### src/hw/rtl/ld_pkg.sv
// Shared constants for the Leibniz determinant core.
package ld_pkg;

    localparam int MAX_ORDER_DEF = 4;
    localparam int FRAC_BITS_DEF = 16;
    localparam int DATA_W        = 32;
    localparam int ORDER_W       = 3;
    localparam int MAG_W         = 54;
    localparam int ACC_W         = 64;
    localparam int PADDR_W       = 3;

    localparam logic [0:0] REG_MATRIX_ORDER = 1'b0;

endpackage

### src/hw/rtl/ld_store.sv
// Element store: one write port, one registered read port.
module ld_store
    import ld_pkg::*;
#(
    parameter int DEPTH = MAX_ORDER_DEF * MAX_ORDER_DEF,
    parameter int AW    = (DEPTH > 1) ? $clog2(DEPTH) : 1
)
(
    input  logic              clk,
    input  logic              wr_en,
    input  logic [AW-1:0]     wr_addr,
    input  logic [DATA_W-1:0] wr_data,
    input  logic              rd_en,
    input  logic [AW-1:0]     rd_addr,
    output logic [DATA_W-1:0] rd_data
);

    logic [DATA_W-1:0] mem [DEPTH];
    logic [DATA_W-1:0] rd_data_reg;

    always_ff @(posedge clk)
    begin
        if (wr_en)
        begin
            mem[wr_addr] <= wr_data;
        end
    end

    always_ff @(posedge clk)
    begin
        if (rd_en)
        begin
            rd_data_reg <= mem[rd_addr];
        end
    end

    assign rd_data = rd_data_reg;

endmodule

### config.mk
export PLATFORM = sky130hd
export DESIGN_NAME = ld_store
export DESIGN_NICKNAME = d
export VERILOG_FILES = /design/src/hw/rtl/ld_pkg.sv /design/src/hw/rtl/ld_store.sv
export SDC_FILE = /design/constraint.sdc
export NUM_CORES = 1
export LEC_CHECK = 0
export BUFFER_PORTS_ARGS = -buffer_cell sky130_fd_sc_hd__buf_4
export CORE_MARGIN = 2
export CORE_UTILIZATION = 65
export CTS_BUF_LIST = sky130_fd_sc_hd__clkbuf_4 sky130_fd_sc_hd__clkbuf_8 sky130_fd_sc_hd__clkbuf_16
export DETAILED_ROUTE_END_ITERATION = 7
export GPL_TIMING_DRIVEN = 0
export PLACE_DENSITY = 0.86
export SLEW_MARGIN = 15
export SYNTH_ARGS = -nofsm -noshare
export SYNTH_HDL_FRONTEND = slang
export SYNTH_SLANG_ARGS = --single-unit
### constraint.sdc
create_clock -name clk -period 9.2 [get_ports clk]
set_input_delay 1.84 -clock clk [delete_from_list [all_inputs] [get_ports clk]]
set_output_delay 1.84 -clock clk [all_outputs]
set_load 0.005 [all_outputs]
### Word-level counts from Yosys, hierarchy flattened

Memory sizes are Yosys's and may differ from the RTL's. A register that Yosys moved wholly into a read port is not among the register bits.
Cells that the tools add are included.

* word-level logic and storage cells: 3
* output and inout port bits: 32
* bits in writable memories: 512
* input bits: 43
* memories kept: 1
* bits in registers: 0

Memory list
* mem: depth 16, bits a word 32, rd ports 1, clocked after memory_dff 1, wr ports 1, line ld_store.sv:18 `logic [DATA_W-1:0] mem [DEPTH];`

* muxes and demuxes: 2

Operators by type and width (number)
* 1-bit two-way mux: 2

### Longest topological paths before layout

* depth in word-level cells: 2
* depth in mapped cells: 5

### Worst setup path before layout

No wires, ideal clock.

* kind: in2reg
* from: input port wr_addr[2]
* to: memory mem[0][0], enable pin
* arrival time: 4.558 ns
* cell stages on the path: 2
* slack: 4.180 ns
* buffers on the path: 0
* setup time: 0.461 ns
* required time: 8.739 ns
* cells stage by stage: or3b_2 nor3_1

RTL lines
* start: declaration: line ld_store.sv:11 `input logic [AW-1:0] wr_addr,`
* end: declaration: line ld_store.sv:18

No word-level cell before the write port.

==> results by group <==
Setup path
  – Crit path kind: in -> reg
  – Reg-to-reg startpoint: mem[15][12]
  – Worst path bufs/invs: 2
  – Stages on the worst setup path: 5
  – Worst path max stage delay: 0.60 ns
  – Worst setup EP type: flip-flop
  – WP data arrival: 3.76 ns
  – CP Launch Point: rd_addr[1]
  – CP Cell Sequence: clkbuf_1 > buf_2 > mux4_2 > a22oi_1 > nand2_1
  – CP required: 9.49 ns
  – Worst reg2reg setup slack: 7.57 ns
  – CP top delay family: buffers and inverters
  – RR Endpoint: rd_data[12]
  – Crit-path max FO: 10
  – Slowest-stage cell, CP: clkbuf_1
  – Crit path to: rd_data[12]
  – CP startpoint kind: input port
  – FF-to-FF path depth: 3

STA
  – Final hold viol count: 0
  – Final setup TNS: 0 ns
  – Rel. slew slack: 0.329
  – Final period util: 0.377
  – RSZ-0062 raised after global routing: false
  – Setup violations, final: 0
  – Max frequency: 289 MHz
  – Clk_skew: 0.0161 ns
  – Final Slew Violations: 0
  – Fin crit period: 3.47 ns
  – Tightest Pin Transition: 1.01 ns

Run
  – Max_cap viols: 0

Finish
  – Total Nets Final: 1035
  – Synth-to-layout area growth: 16.1%
  – Post-Layout Inst Area: 23400 sq um
  – Max FFs per register: 512
  – Final std cells w/o fill: 1424
  – Fraction of layout instances using a drive strength above 1: 0.333
  – Inserted Diodes: 0
  – FILL cells: 1474

Clock tree
  – CTS tree: built
  – Clk sinks: 544
  – Root buffer cell: clkbuf_16
  – Htree depth: 2
  – Clock Latency Late Sink: 0.56 ns
  – Clock buffer depth: 3
  – CTS Buf Count: 51
  – # hold bufs at CTS: 0
  – CTS clock-pin slew for the worst setup and hold paths: 0.06 ns
  – Post-CTS Setup Inserts: 0
  – Post-CTS sizing: 0

Route
  – Drc violations: 0
  – Total number of vias: 10000
  – Total Wirelength: 48.1 mm
  – WL/cell: 33.7 um
  – Detailed Routing Iterations Pass 1: 8
  – DR iter-0 viols: 1498
  – Vias per std cell: 7.02
  – Post-route ant nets: 0

Synthesis
  – Main area contributors after synthesis: edfxtp_1, mux4_2, a22oi_1
  – Synth top area share: 0.810
  – Yosys reg bits: 544
  – Syn Area/Cell: 24.1 sq um
  – YS warnings: 0
  – Top-count cell post-synth: edfxtp_1
  – Primary FF master, synth: edfxtp_1
  – Netlist Area Pre-Place: 20200 sq um
  – Synthesized net count: 881
  – Netlist cell types: 17
  – Post-synth EDFFs: 544
  – Seq/Total Area, Yosys: 0.810
  – Post-synthesis async set-or-reset flop share: 0
  – Synth top cells by count: edfxtp_1, mux4_2, a22oi_1
  – Post-synth top area cell: edfxtp_1
  – Cells after Synth: 838

Run status
  – Outcome: finished clean

GRT
  – Pin count of the biggest net entering global routing: 33
  – First-pass GRT wire length: 70.4 mm
  – Total gr overflow: 0
  – Total Routing Usage GR: 0.303
  – Initial antenna violation count: 1
  – Number of global-route vias before repair: 10400

Placed design
  – IO Port Bufs: 72
  – Placed cell count: 1335
  – Detail Placement HPWL: 27.3 mm
  – Final GP Congestion: 0.717
  – Instance area at placement: 21800 sq um

Floorplan
  – DIE AREA: 32500 sq um
  – # IOs: 75
  – Die height: 180 um
  – Core Rows: 64
  – Core area: 30600 sq um
  – Die width: 180 um
  – Initial Utilization: 0.660

Power
  – Pwr Density: 222 nW/um^2
  – Leak Pwr: 7.57 nW
  – Max IR drop VDD: 185 uV

Hold path
  – Hold Crit Class: reg -> reg
==> how the worst min path moves through the flow <==
stage | startpoint | depth (start not counted) | end | slack [ns]
floorplan | mem[14][0] | 3 | rd_data[0] | 0.71
CTS | mem[12][6] | 3 | rd_data[6] | 0.77
global placement | mem[14][9] | 3 | rd_data[9] | 0.72
finish | mem[12][6] | 3 | rd_data[6] | 0.76
global route | mem[14][1] | 3 | rd_data[1] | 0.79
detailed placement | mem[12][14] | 3 | rd_data[14] | 0.74
==> power by group <==
part	total, mW	leakage [nW]	internal (mW)	switching (mW)
clock network	2.12	0.836	1.24	0.877
registers	2.81	4.94	2.79	0.0185
logic	0.273	1.79	0.113	0.159
total	5.20	7.57	4.15	1.05
==> stage by stage <==
stage	power, mW	utilization	worst slack, ns	hold slack, ns
after global routing	5.32	0.766	5.70	0.794
after floorplan	2.99	-	4.18	0.710
final	5.20	0.766	5.73	0.762
after global placement	3.10	0.693	1.81	0.720
after detailed placement	3.12	0.711	5.20	0.742
after CTS	5.21	0.766	5.77	0.766
==> layer usage <==
metal | part of all wire | wire length (um) | track usage
met5 | 0.00025 | 12 | 0
met4 | 0.037 | 1780 | 0.109
met3 | 0.094 | 4520 | 0.0572
met2 | 0.52 | 25000 | 0.516
met1 | 0.35 | 16700 | 0.399
==> logic make-up (layout without fill, tap and decap cells) <==
kind of cell | Yosys count | in the layout | synth area share
muxes | 128 | 128 | 0.143
buffers and inverters | 43 | 233 | 0.0110
DFF | 544 | 544 | 0.810
and+or+nand+nor | 59 | 59 | 0.0125
AOI/OAI and AO/OA | 64 | 64 | 0.0238
==> cell usage in the layout, fill, tap and decap left out, types with 2 or more instances in the layout <==
cell type,Yosys,routed
nand2_1,33,33
buf_4,11,95
clkbuf_4,0,9
bufinv_16,0,6
buf_6,2,7
clkinv_1,0,10
mux4_2,128,128
clkinv_2,0,7
buf_12,0,6
a22oi_1,64,64
buf_2,4,4
nor2b_1,2,2
nand2b_1,2,2
clkbuf_16,0,53
clkbuf_1,17,17
buf_1,9,9
edfxtp_1,544,544
nand3b_1,2,2
nor3_2,0,4
buf_16,0,6
inv_6,0,2
nor2_4,0,12
==> layout make-up <==
class | count | area (sq um) | area share
timing repair buffer | 101 | 972 | 0.0415
tap | 396 | 495 | 0.0211
clock buffer | 62 | 1390 | 0.0595
sequential | 544 | 16300 | 0.697
clock inverter | 27 | 287 | 0.0122
buffer | 43 | 223 | 0.00950
multi-input combinational | 251 | 3730 | 0.159
==> worst reg2reg max path, cell delays in order, from the launching register on <==
cell and delay (ns):
edfxtp_1 0.44, mux4_2 0.53, a22oi_1 0.23, nand2_1 0.16
Note: power is estimated with default switching activity, not from simulation.
